## config.mk

```make
export PLATFORM = sky130hd
export DESIGN_NAME = gfrp_ctrl
export DESIGN_NICKNAME = d
export VERILOG_FILES = /design/src/design/gf256_repair_packet_encoder_core_assert.svh /design/src/design/gfrp_pkg.sv /design/src/design/gfrp_ctrl.sv
export SDC_FILE = /design/constraint.sdc
export NUM_CORES = 1
export LEC_CHECK = 0
export ABC_AREA = 0
export BUFFER_PORTS_ARGS = -buffer_cell sky130_fd_sc_hd__buf_2
export CORE_AREA = 3 3 40 42
export CTS_BUF_LIST = sky130_fd_sc_hd__clkbuf_16
export DETAILED_ROUTE_END_ITERATION = 7
export DIE_AREA = 0 0 43 45
export SLEW_MARGIN = 10
export SYNTH_ARGS = -nofsm -noshare
export SYNTH_HDL_FRONTEND = slang
export SYNTH_SLANG_ARGS = --single-unit
```

## constraint.sdc

```tcl
create_clock -name clk_i -period 1.8 [get_ports clk_i]
set_input_delay 0.18 -clock clk_i [delete_from_list [all_inputs] [get_ports clk_i]]
set_output_delay 0.18 -clock clk_i [all_outputs]
set_load 0.01 [all_outputs]
```

## src/design/gf256_repair_packet_encoder_core_assert.svh

```systemverilog
// Assertion macros for the repair packet encoder.
// Each macro expects clk_i and rst_ni in scope.
`ifndef GF256_REPAIR_PACKET_ENCODER_CORE_ASSERT_SVH
`define GF256_REPAIR_PACKET_ENCODER_CORE_ASSERT_SVH

// Same-cycle implication.
`define GFRP_ASSERT_NOW(lbl, ante, cons, msg) \
  lbl: assert property (@(posedge clk_i) disable iff (!rst_ni) (ante) |-> (cons)) \
    else $error(msg);

// Next-cycle implication.
`define GFRP_ASSERT_NEXT(lbl, ante, cons, msg) \
  lbl: assert property (@(posedge clk_i) disable iff (!rst_ni) (ante) |=> (cons)) \
    else $error(msg);

`endif

```

## src/design/gfrp_pkg.sv

```systemverilog
`default_nettype none
package gfrp_pkg;

  localparam int DEF_MAX_SLOTS   = 16;
  localparam int DEF_MAX_PAYLOAD = 256;

  localparam int REQ_W    = 2;
  localparam int SLOT_W   = 4;
  localparam int IDX_W    = 8;
  localparam int BYTE_W   = 8;
  localparam int RSEL_W   = 4;
  localparam int OFF_W    = 9;
  localparam int STATUS_W = 2;
  localparam int RLEN_W   = 9;
  localparam int CFG_IDX_W  = 1;
  localparam int CFG_DATA_W = 5;

  localparam logic [REQ_W-1:0] REQ_DATA    = 2'd0;
  localparam logic [REQ_W-1:0] REQ_FETCH   = 2'd1;
  localparam logic [REQ_W-1:0] REQ_RELEASE = 2'd2;

  localparam logic [STATUS_W-1:0] ST_ACCEPTED = 2'd0;
  localparam logic [STATUS_W-1:0] ST_COMPLETE = 2'd1;
  localparam logic [STATUS_W-1:0] ST_REJECTED = 2'd2;
  localparam logic [STATUS_W-1:0] ST_REPAIR   = 2'd3;

  localparam logic [CFG_IDX_W-1:0] CFG_GROUP_SLOTS    = 1'b0;
  localparam logic [CFG_IDX_W-1:0] CFG_REPAIR_PACKETS = 1'b1;

  localparam logic [CFG_DATA_W-1:0] CFG_GROUP_SLOTS_RST    = 5'd8;
  localparam logic [CFG_DATA_W-1:0] CFG_REPAIR_PACKETS_RST = 5'd1;

  localparam logic [8:0] GF_POLY = 9'h11D;

  // Controller to datapath commands
  typedef struct packed {
    logic start;   // word accepted this cycle
    logic scan;    // issue slot read for the current count
    logic finish;  // load the result register
  } gfrp_cmd_t;

  typedef struct packed {
    logic out_busy;
  } gfrp_stat_t;

  function automatic logic [7:0] gf_mul(input logic [7:0] a, input logic [7:0] b);
    logic [8:0] x;
    logic [7:0] acc;
    x   = {1'b0, a};
    acc = 8'd0;
    for (int i = 0; i < 8; i++) begin
      if (b[i]) acc = acc ^ x[7:0];
      x = {x[7:0], 1'b0};
      if (x[8]) x = x ^ GF_POLY;
    end
    return acc;
  endfunction

endpackage
`default_nettype wire

```

## src/design/gfrp_ctrl.sv

```systemverilog
`default_nettype none
module gfrp_ctrl #(
  parameter int MaxSlots = 16,
  localparam int CntW = $clog2(MaxSlots + 1)
) (
  input  wire logic               clk_i,
  input  wire logic               rst_ni,
  input  wire logic               in_valid_i,
  output      logic               in_ready_o,
  input  wire gfrp_pkg::gfrp_stat_t stat_i,
  output      gfrp_pkg::gfrp_cmd_t  cmd_o,
  output      logic [CntW-1:0]    cnt_o
);
  import gfrp_pkg::*;

  localparam logic [1:0] S_IDLE = 2'd0;
  localparam logic [1:0] S_SCAN = 2'd1;
  localparam logic [1:0] S_FIN  = 2'd2;

  logic [1:0]      state_q, state_d;
  logic [CntW-1:0] cnt_q, cnt_d;

  assign in_ready_o = (state_q == S_IDLE);
  assign cnt_o      = cnt_q;

  always_comb begin
    state_d = state_q;
    cnt_d   = cnt_q;
    cmd_o   = '0;
    unique case (state_q)
      S_IDLE: begin
        if (in_valid_i) begin
          cmd_o.start = 1'b1;
          cnt_d       = '0;
          state_d     = S_SCAN;
        end
      end
      S_SCAN: begin
        // last count only drains the read pipeline
        if (cnt_q == CntW'(MaxSlots)) begin
          state_d = S_FIN;
        end else begin
          cmd_o.scan = 1'b1;
          cnt_d      = cnt_q + CntW'(1);
        end
      end
      S_FIN: begin
        if (!stat_i.out_busy) begin
          cmd_o.finish = 1'b1;
          state_d      = S_IDLE;
        end
      end
      default: state_d = S_IDLE;
    endcase
  end

  always_ff @(posedge clk_i or negedge rst_ni) begin
    if (!rst_ni) begin
      state_q <= S_IDLE;
      cnt_q   <= '0;
    end else begin
      state_q <= state_d;
      cnt_q   <= cnt_d;
    end
  end
endmodule
`default_nettype wire

```

==> summary.md, run 1 <==
The flow ran to the end, and the final reports show no timing, DRC or antenna violations. The tools report the half-perimeter wire length after detailed placement as 643.4 um. The critical path ends at cmd_o[1]. Net switching is 34.44% of the power. The congestion estimate from routability-driven global placement came to 0.7310.

The power per cell area came out at 1862 nW/um^2. The tools report the total grt overflow as 0. For the sequential area share after synthesis, the log shows 40.46%. During I/O placement, the number of pins put on the boundary was 13.

The max capacitance violation total is 0, and the static power due to leakage is 0.2977 nW. TritonCTS built the clock tree. Buffers placed on the I/O ports in this run total 12. The repair_antennas step left the layout with diodes totalling 0. The accumulated negative setup slack was 0 ns. The combined area of the multi-input logic cells came out at 234.0 sq um.

In this run the most used layer during global routing was met2. The most common library cell in the layout ignoring fill and taps was sky130_fd_sc_hd__buf_2. The combinational power share is 38.7%, and the initial detailed-routing violation count is 2. The logs give 1.428 mm for the first-pass GRT wire length and 46 for the net count after synthesis. Critical path launch point type: a flip-flop. Dividing the detail-routed wire length by the instance count gives 12.42 um.

Data on the critical path is required at its endpoint by 1.62 ns. The total vias in the final route is 345. The run gives 24 as the number of unique standard cell types used by synthesis.

The deepest clock path buffer count was 2; the fmax was 618.0 MHz. At the worst endpoint, the arrival time is 1.44 ns. The number of cell rows was 13; the area growth from synthesis to final layout was 36.13%. Of the total power, registers draw 27.4%. The tools report the via count of the first global-routing pass as 319. TritonCTS created 3 clock buffers.

The logs give 15.87% for the global routing usage on met2 and 1285 sq um for the area of the core. After layout, the minimum clock period comes to 1.618 ns. The run gives 10.92% as the global-route usage over all layers. The most critical setup path has its startpoint at cnt_o[1]. In the final design database the tool counted 63 nets. Die extent in x: 43 um. Capture point of the worst reg-to-reg path: cnt_o[1]. After detailed routing, the number of vias per cell comes to 4.859. The logs give 0.002559 ns for the maximum clock skew at final layout and 0.23 ns for the later-pin clock latency in the skew report. The worst-case IR drop observed on VDD is 1038 uV.

Setup violations remaining at the end of the flow were counted as 0. Setup repair after global routing left no endpoint under its margin. The TritonCTS sink count is 7, and the clock transition at the registers of the reported paths is 0.04 ns. The die covers 1935 sq um. The startpoint identified for the worst register-to-register timing path is cnt_o[1]. Net switching power figure: 0.3778 mW.

The sum of internal, switching and leakage power came out at 1.097 mW. Proportion of layout cells with a drive suffix above 1: 37.50%. The gate count after technology mapping was 40; the worst-case register-to-register setup slack was 0.44 ns. The H-tree depth reported by CTS was 1; the first-pass iteration count of the detailed router was 4. During synthesis, Yosys emitted a total of 0 warnings. Once detail routing completed, the nets flagged for antenna violations numbered 0. The tools report the largest net degree at the start of global routing as 10. The number of remaining DRC errors is 0. A synthesized cell averages 10.82 sq um. After synthesis the netlist holds a flip-flop and latch count of 7. The setup path with the least slack is of type flip-flop to output pin. Netlist area before placement: 432.9 sq um. Of all cell types, the one taking the most synthesized area is sky130_fd_sc_hd__dfrtp_1. The tools report the combined flip-flop and latch cell area as 175.2 sq um.

The tools report the endpoint type of the worst setup path as an output pin. The length in cells of the worst reg-to-reg path came out at 5. The final layout contains routed wiring with a total length of 882 um. The y dimension of the die is 45 um, and the clock share of power is 33.9%. The tree is rooted in a sky130_fd_sc_hd__clkbuf_16. Fill cells in the final layout number 126. The initial antenna violation count was 0.

The transition time at the pin with the least slew margin is 0.2529 ns, and the part of the cycle the worst path needs is 89.90%. The tools report the internal power component as 0.7193 mW. For the final count of pins violating max slew, the log shows 0.

In this run the worst path has a maximum fanout of 5. Leaving out fill and tap cells, the most frequent cells in the layout are sky130_fd_sc_hd__buf_2, sky130_fd_sc_hd__dfrtp_1, sky130_fd_sc_hd__nand2_1. Final-report hold violation count: 0.

Global routing consumed, on the met1 layer, 12.10% of the routing resources. For this run, global-route usage on met3 was measured as 5.179%. The share of the synthesized area in the top cell type is 40.46%. The class of the tightest hold or removal check is input pin to flip-flop.

In the post-synthesis netlist, the biggest area contributors are sky130_fd_sc_hd__dfrtp_1, sky130_fd_sc_hd__nand4bb_4, sky130_fd_sc_hd__ha_1. The effective utilization at floorplan was 33.69%. Measured against its own limit, the worst slew margin works out to 83.14%.
## Yosys cell counts (all sizes together)
cell type	count
dfrtp	7
nand2	5
nand3	4
ha	2
inv	2
nand2b	2
nor2b	2
o21ai	2
and2	1
buf	1
clkinv	1
mux2i	1
nand4	1
nand4b	1
nand4bb	1
nor2	1
nor3b	1
o21bai	1
o22ai	1
o311ai	1
o31ai	1
or3b	1
## power by group through the flow
stage	Combinational [mW]	Clock, mW	Sequential [mW]
after floorplan	0.316	0	0.302
after CTS	0.436	0.382	0.303
after detailed placement	0.431	0	0.304
final	0.425	0.372	0.300
after global routing	0.472	0.393	0.316
after global placement	0.421	0	0.303
## how the worst min path moves through the flow
stage | start | endpoint | cells past startpoint
6_report | stat_i | state_q[1] | 3
5_1_grt | stat_i | state_q[1] | 3
4_1_cts | stat_i | state_q[1] | 3
3_5_place_dp | rst_ni | cnt_o[2] | 1
3_3_place_gp | rst_ni | cnt_o[4] | 1
2_1_floorplan | rst_ni | cnt_o[0] | 0
## repair_timing
item	CTS	global route
gates resized for setup	0	0
hold endpoints to repair	7	0
endpoints found under the setup margin	0	0
hold buffers	1	0
setup buffers	0	0
## cell type report
class | instances | share of cell area, %
well taps | 15 | 3.185
clock inverters | 1 | 0.6369
multi-input cells | 29 | 39.70
flip-flops and latches | 7 | 29.72
repair buffers | 13 | 11.89
inverters | 3 | 2.123
clock buffers | 3 | 12.74
## stage by stage
step,util [%],hold slack (ns),cells,cell area [sq um],worst slack [ns]
floorplan,-,-0.1156,40,432.9,0.4766
global placement,38.95,0.02228,66,500.5,0.4370
detailed placement,38.95,0.02374,66,500.5,0.4277
CTS,45.86,0.2346,71,589.3,0.1633
global route,45.86,0.2583,71,589.3,0.09718
finish,45.86,0.2348,71,589.3,0.1819
## logic make-up (layout without fill, tap and decap cells)
kind of cell | count (synthesis) | after routing | share of synthesized area, %
compound gates | 6 | 6 | 12.43
fa+ha+maj | 2 | 2 | 5.779
buf+inv | 4 | 20 | 5.491
flops | 7 | 7 | 40.46
mux | 1 | 1 | 2.312
simple gates | 20 | 20 | 33.53
## flip-flops by register name (all words and copies together), names as in the netlist
name and flops:
state_q 2, cnt_o 5
## critical path: stages (launching register included)
cell and delay [ns]:
sky130_fd_sc_hd__dfrtp_1 0.40, sky130_fd_sc_hd__inv_1 0.14, sky130_fd_sc_hd__ha_1 0.21, sky130_fd_sc_hd__nand4bb_4 0.14, sky130_fd_sc_hd__and2_4 0.18, sky130_fd_sc_hd__buf_2 0.14
## routing by layer
layer	vias to the layer above	share of wire, %
met5	-	0
met4	0	2.6
met3	2	6.0
met2	9	45
met1	159	46
li1	175	-
Note: power is estimated with default switching activity, not from simulation.
==> run 2, diff against run 1 <==
ABC_CLOCK_PERIOD_IN_PS = 1800   (was unset)
PLACE_DENSITY = 0.63   (was unset)
==> summary.md, run 2 (synthesis results as in run 1) <==
STA classifies the critical path endpoint as an output pin. The critical path is of the flip-flop to output pin type. The instance count along the most critical hold path is 3 (unchanged), and the proportion of layout cells with a drive suffix above 1 is 37.50% (unchanged). The data required time of the critical path is 1.62 ns (about the same). The run gives 2 (-2) as the first-pass iteration count of the detailed router.

The die area is 1935 sq um (unchanged), and the number of diodes is 0 (unchanged). Leaving out fill and tap cells, the most frequent cells in the layout are sky130_fd_sc_hd__buf_2, sky130_fd_sc_hd__dfrtp_1, sky130_fd_sc_hd__nand2_1. Class of the tightest hold or removal check: input pin to flip-flop.

The peak fanout along the critical path came out at 5 (unchanged). The number of buffer and inverter stages on the critical path was 2 (unchanged). The logs give 13 (unchanged) for the number of cell rows and 13 (unchanged) for the I/O pin count.

The slowest stage of the critical path is the sky130_fd_sc_hd__dfrtp_1 cell. The y dimension of the die works out to 45 um (unchanged). The per-cell routed wire length is 12.30 um (-1.0%).

The tools report the number of nets in the finished design as 63 (unchanged). The capture point of the worst reg-to-reg path is cnt_o[1]. The tools report the routability congestion estimate from global placement as 0.7120 (-2.6%). The half-perimeter wire length after detailed placement is 631.1 um (-1.9%). The final-report setup violation count was 0 (unchanged). The later-pin clock latency in the skew report was 0.23 ns (about the same); the fmax was 621.4 MHz (+0.55%). The worst-case register-to-register setup slack was 0.46 ns (+0.02 ns).

The logs give 1.098 mW (about the same) for the sum of internal, switching and leakage power and 2 (unchanged) for the deepest clock path buffer count. The tools report the worst min-delay path startpoint as stat_i. The worst IR drop on VDD came out at 741.3 uV (-29%). Setup repair after global routing left no endpoint under its margin. The via count of the first global-routing pass is 319 (unchanged). The area growth from synthesis to final layout was 36.13% (unchanged); the worst hold slack after final layout was 0.2153 ns (-0.01948 ns). The critical path goes through inv_1, ha_1, nand4bb_4, and2_4, buf_2. The part of the cycle the worst path needs works out to 89.40% (-0.49 points). The length in cells of the worst reg-to-reg path is 5 (unchanged).

TritonCTS built the clock tree. The total routed wirelength is 873 um (-1.0%), and the area of the core is 1285 sq um (unchanged). The tools report the effective utilization at floorplan as 33.69% (unchanged). For the cell area after placement, the log shows 500.5 sq um (unchanged). The via-per-instance ratio works out to 4.859 (unchanged). For the headroom to the max-slew limit, the log shows 84.02% (+0.88 points). The largest net degree at the start of global routing was 10 (unchanged); the total vias in the final route was 345 (unchanged). For the post-detailed-route count of antenna-violating nets, the log shows 0 (unchanged).

For the initial antenna violation count, the log shows 0 (unchanged). The total grt overflow was 0 (unchanged); the maximum clock skew at final layout was 0.0004769 ns (-0.002082 ns). For the H-tree depth reported by CTS, the log shows 1 (unchanged).

Initial detailed-routing violation count: 4 (+2). The logs give 0.2977 nW (unchanged) for the static power due to leakage and 7 (unchanged) for the TritonCTS sink count. The number of buffers inserted during clock tree synthesis was 3 (unchanged); the number of remaining DRC errors was 0 (unchanged). The flip-flop count of the largest register after layout works out to 5 (unchanged). Launch point of the worst reg-to-reg path: cnt_o[1]. The transition time at the pin with the least slew margin came out at 0.2360 ns (-0.01690 ns). The library cell used most frequently in the layout, excluding fill and tap cells, is sky130_fd_sc_hd__buf_2. The run finished with clean final reports. The critical path launch point type is a flip-flop. The final count of pins violating max slew came out at 0 (unchanged).

The final-report hold violation count came out at 0 (unchanged). The maximum single-stage delay on the critical path was 0.41 ns (about the same); the number of port buffers was 12 (unchanged). For hold timing, the worst endpoint is state_q[1].

Data arrival time of the critical path: 1.43 ns (about the same). The cell family contributing the most delay on the critical path is flip-flops. Final instance area: 589.3 sq um (unchanged). The power per cell area came out at 1862 nW/um^2 (about the same). The die extent in x was 43 um (unchanged); the accumulated negative setup slack was 0 ns (unchanged).

The run gives 11.31% (+0.39 points) as the global-route usage over all layers. The first-pass GRT wire length was 1.421 mm (-0.49%); the clock transition at the registers of the reported paths was 0.04 ns (about the same). The clock period minus final worst setup slack is 1.609 ns (-0.008861 ns). The tools report the CTS root buffer as sky130_fd_sc_hd__clkbuf_16. The buffer count from post-CTS setup fixing was 0 (unchanged); the max capacitance violation total was 0 (unchanged).
run 2: per-stage QoR:
| step | worst slack (ns) | cells | utilization [%] |
|---|---|---|---|
| 2_1_floorplan | 0.4766 | 40 | - |
| 3_3_place_gp | 0.4570 | 66 | 38.95 |
| 3_5_place_dp | 0.4315 | 66 | 38.95 |
| 4_1_cts | 0.1813 | 71 | 45.86 |
| 5_1_grt | 0.1175 | 71 | 45.86 |
| 6_report | 0.1907 | 71 | 45.86 |
run 2: final cells by class:
class	instances	area [sq um]
inverters	3	12.51
flip-flops and latches	7	175.2
well taps	15	18.77
multi-input cells	29	234.0
clock buffers	3	75.07
repair buffers	13	70.07
clock inverters	1	3.754
fillers	129	695.7
run 2: what timing repair did:
item,CTS,global route
endpoints found under the setup margin,0,0
hold buffers,1,0
endpoints found under the hold margin,7,0
gates resized for setup,0,0
run 2: power breakdown:
part	switching [mW]	leakage [nW]	internal, mW
logic	0.207	0.168	0.211
registers	0.0843	0.0872	0.218
clock network	0.0876	0.0423	0.289
total	0.379	0.298	0.719
run 2: worst max-delay path by stage:
stage | slack (ns) | from | end | cells after the start
after CTS | 0.18 | cnt_o[1] | cmd_o[1] | 5
after floorplan | 0.48 | cnt_o[1] | cnt_o[1] | 5
after global placement | 0.46 | cnt_o[1] | cmd_o[1] | 5
after detailed placement | 0.43 | cnt_o[1] | cmd_o[1] | 5
final | 0.19 | cnt_o[1] | cmd_o[1] | 5
after global routing | 0.12 | cnt_o[1] | cmd_o[1] | 5
run 2: worst register-to-register path: stages (launching register included):
cell	delay [ns]
sky130_fd_sc_hd__dfrtp_1	0.41
sky130_fd_sc_hd__inv_1	0.13
sky130_fd_sc_hd__ha_1	0.20
sky130_fd_sc_hd__nand4bb_4	0.14
sky130_fd_sc_hd__and2_4	0.18
sky130_fd_sc_hd__o31ai_4	0.19
run 2: per-layer routing:
| metal | GRT usage, % | up-vias | routed length [um] |
|---|---|---|---|
| li1 | - | 174 | - |
| met4 | 14.46 | 0 | 55 |
| met5 | 0 | - | 0 |
| met1 | 13.73 | 155 | 416 |
| met2 | 13.77 | 12 | 356 |
| met3 | 3.586 | 4 | 46 |
==> run 3, diff against run 2 <==
BUFFER_PORTS_ARGS = -buffer_cell sky130_fd_sc_hd__clkbuf_2   (was -buffer_cell sky130_fd_sc_hd__buf_2)
CORE_AREA = 2 2 39 41   (was 3 3 40 42)
DIE_AREA = 0 0 41 43   (was 0 0 43 45)
SLEW_MARGIN = 25   (was 10)
==> summary.md, run 3 (synthesis results as in run 1) <==
The logs give 0 (unchanged) for the number of remaining DRC errors and 72 (+1.4%) for the non-filler instance count after layout. Endpoint type of the worst setup path: an output pin. The logs give 0 (unchanged) for the initial antenna violation count and 63 (unchanged) for the number of nets in the finished design. TritonCTS built the clock tree. The proportion of layout cells with a drive suffix above 1 works out to 37.50% (unchanged). The logs give 13.88% (+2.6 points) for the global-route usage over all layers and 31.28% (-2.4 points) for the effective utilization at floorplan. The tools report the data arrival time of the critical path as 1.45 ns (+0.02 ns). The number of port buffers is 12 (unchanged). The run gives 0 (unchanged) as the final-report setup violation count.

The final-report hold violation count was 0 (unchanged). From synthesis to final layout, the design area changed by 36.42%. The via-per-instance ratio was 4.847 (-0.25%); the die extent in x was 41 um (-4.7%).

The part of the cycle the worst path needs was 90.45% (+1.0 points); the maximum single-stage delay on the critical path was 0.41 ns (about the same). The peak fanout along the critical path was 5 (unchanged); the per-cell routed wire length was 12.86 um (+4.6%). The number of buffer and inverter stages on the critical path was 2 (unchanged); the y dimension of the die was 43 um (-4.4%). The worst hold slack after final layout came out at 0.2205 ns (+0.005193 ns). Cell with the largest stage delay on the worst path: sky130_fd_sc_hd__dfrtp_1.

The maximum clock skew at final layout was 0.001187 ns (+0.0007103 ns). Number of buffers inserted during clock tree synthesis: 3 (unchanged). Class of the tightest hold or removal check: input pin to flip-flop. The accumulated negative setup slack came out at 0 ns (unchanged). The clock transition at the registers of the reported paths was 0.04 ns (about the same); the TritonCTS sink count was 7 (unchanged). The run gives 926 um (+6.1%) as the total routed wirelength. The worst IR drop on VDD is 839.3 uV (+13%). The post-detailed-route count of antenna-violating nets was 0 (unchanged); the length of routed met2 wiring was 406 um (+14%). The later-pin clock latency in the skew report was 0.23 ns (about the same). The flow ran to the end, and the final reports show no timing, DRC or antenna violations. The run gives 434 um (+4.3%) as the routed length on met1. Die area: 1763 sq um (-8.9%).

By startpoint and endpoint, the worst setup path is classified as flip-flop to output pin. Traced cell by cell, the critical path runs through inv_1, ha_1, nand4bb_4, and2_4, clkbuf_2. The power per cell area was 1879 nW/um^2 (+0.88%); the via count of the first global-routing pass was 304 (-4.7%). The largest net degree at the start of global routing is 10 (unchanged), and the fmax is 614.2 MHz (-1.2%). The first-pass GRT wire length came out at 1.449 mm (+2.0%).

Setup repair after global routing left no endpoint under its margin. The final-layout fill cell count was 132 (+2.3%); the headroom to the max-slew limit was 82.74% (-1.3 points). The logs give 59 um (+28%) for the total met3 wirelength after detailed routing and 1 (unchanged) for the H-tree depth reported by CTS. The tools report the critical path launch point type as a flip-flop.

The CTS root buffer is sky130_fd_sc_hd__clkbuf_16. The transition time at the pin with the least slew margin was 0.2548 ns (+0.01885 ns); the worst setup margin was 0.1719 ns (-0.01877 ns). For the initial detailed-routing violation count, the log shows 0 (-4). Number of cell rows: 14 (+1).

The I/O pin count is 13 (unchanged). Number of resized instances in the post-cts repair step: 0 (unchanged). The half-perimeter wire length after detailed placement came out at 658.5 um (+4.3%). The top cell types in the final layout, fill and taps aside, are sky130_fd_sc_hd__clkbuf_2, sky130_fd_sc_hd__dfrtp_1, sky130_fd_sc_hd__nand2_1. The sum of internal, switching and leakage power is 1.110 mW (+1.1%). The tools report the total grt overflow as 0 (unchanged). The most common library cell in the layout ignoring fill and taps was sky130_fd_sc_hd__clkbuf_2. The logs give 67 (+1.5%) for the number of instances in the placed design and 1 (-1) for the first-pass iteration count of the detailed router. The area of the core was 1384 sq um (+7.7%).

Among cell families on the critical path, the largest total delay comes from flip-flops. The highest metal layer with signal wires was met4. The data required time of the critical path is 1.62 ns (about the same), and the deepest clock path buffer count is 2 (unchanged). The total vias in the final route was 349 (+1.2%); the final count of pins violating max slew was 0 (unchanged). The flip-flop count of the largest register after layout is 5 (unchanged), and the placement-stage worst setup slack is 0.4250 ns (-0.006436 ns). The max capacitance violation total was 0 (unchanged). For the static power due to leakage, the log shows 0.2956 nW (-0.69%).

The clock period minus final worst setup slack works out to 1.628 ns (+0.01877 ns). The routability congestion estimate from global placement is 0.7448 (+4.6%). The tools report the number of diodes as 0 (unchanged).
==> run 3: cell count changes in the layout (fill, tap and decap cells not counted) <==
cell                       before  now
sky130_fd_sc_hd__buf_2         12    0
sky130_fd_sc_hd__clkbuf_2       0   12
==> run 3: what timing repair did <==
action / CTS / global route
hold buffers: 1 / 0
buffers inserted: 0 / 0
endpoints found under the hold margin: 7 / 0
==> run 3: layout make-up <==
class	count	area [sq um]	share of cell area, %
flip-flops and latches	7	175.2	29.66
clock inverters	1	3.754	0.6356
multi-input cells	29	234.0	39.62
inverters	3	12.51	2.119
well taps	16	20.02	3.390
repair buffers	13	70.07	11.86
clock buffers	3	75.07	12.71
==> run 3: worst reg2reg max path, stage by stage, from the launching register on <==
cell and delay, ns:
sky130_fd_sc_hd__dfrtp_1 0.41, sky130_fd_sc_hd__inv_1 0.14, sky130_fd_sc_hd__ha_1 0.22, sky130_fd_sc_hd__nand4bb_4 0.14
sky130_fd_sc_hd__and2_4 0.19, sky130_fd_sc_hd__o31ai_4 0.20
==> run 3: power breakdown <==
| group | leakage (nW) | total [mW] | internal [mW] | switching, mW |
|---|---|---|---|---|
| registers | 0.0872 | 0.308 | 0.218 | 0.0893 |
| logic | 0.166 | 0.430 | 0.212 | 0.218 |
| clock network | 0.0423 | 0.372 | 0.289 | 0.0832 |
==> run 3: stage by stage <==
stage | instance area (sq um) | utilization [%]
5_1_grt | 590.6 | 42.68
6_report | 590.6 | 42.68
2_1_floorplan | 432.9 | -
4_1_cts | 590.6 | 42.68
3_3_place_gp | 501.7 | 36.26
3_5_place_dp | 501.7 | 36.26
==> run 3: worst paths after layout <==
| kind | start | endpoint | slack, ns | cells after the start |
|---|---|---|---|---|
| min | stat_i | state_q[1] | 0.22 | 3 |
| min in group asynchronous | rst_ni | cnt_o[4] | 0.33 | 2 |
| max | cnt_o[1] | cmd_o[1] | 0.17 | 5 |
| max in group asynchronous | rst_ni | state_q[0] | 1.31 | 2 |
| max reg2reg | cnt_o[1] | cnt_o[1] | 0.42 | 5 |
| min reg2reg | cnt_o[4] | cnt_o[4] | 0.57 | 1 |
==> run 3: per-layer routing <==
metal	GRT usage (%)	up-vias
met5	0	-
li1	-	173
met2	15.63	12
met4	12.00	0
met3	9.424	2
met1	16.83	162
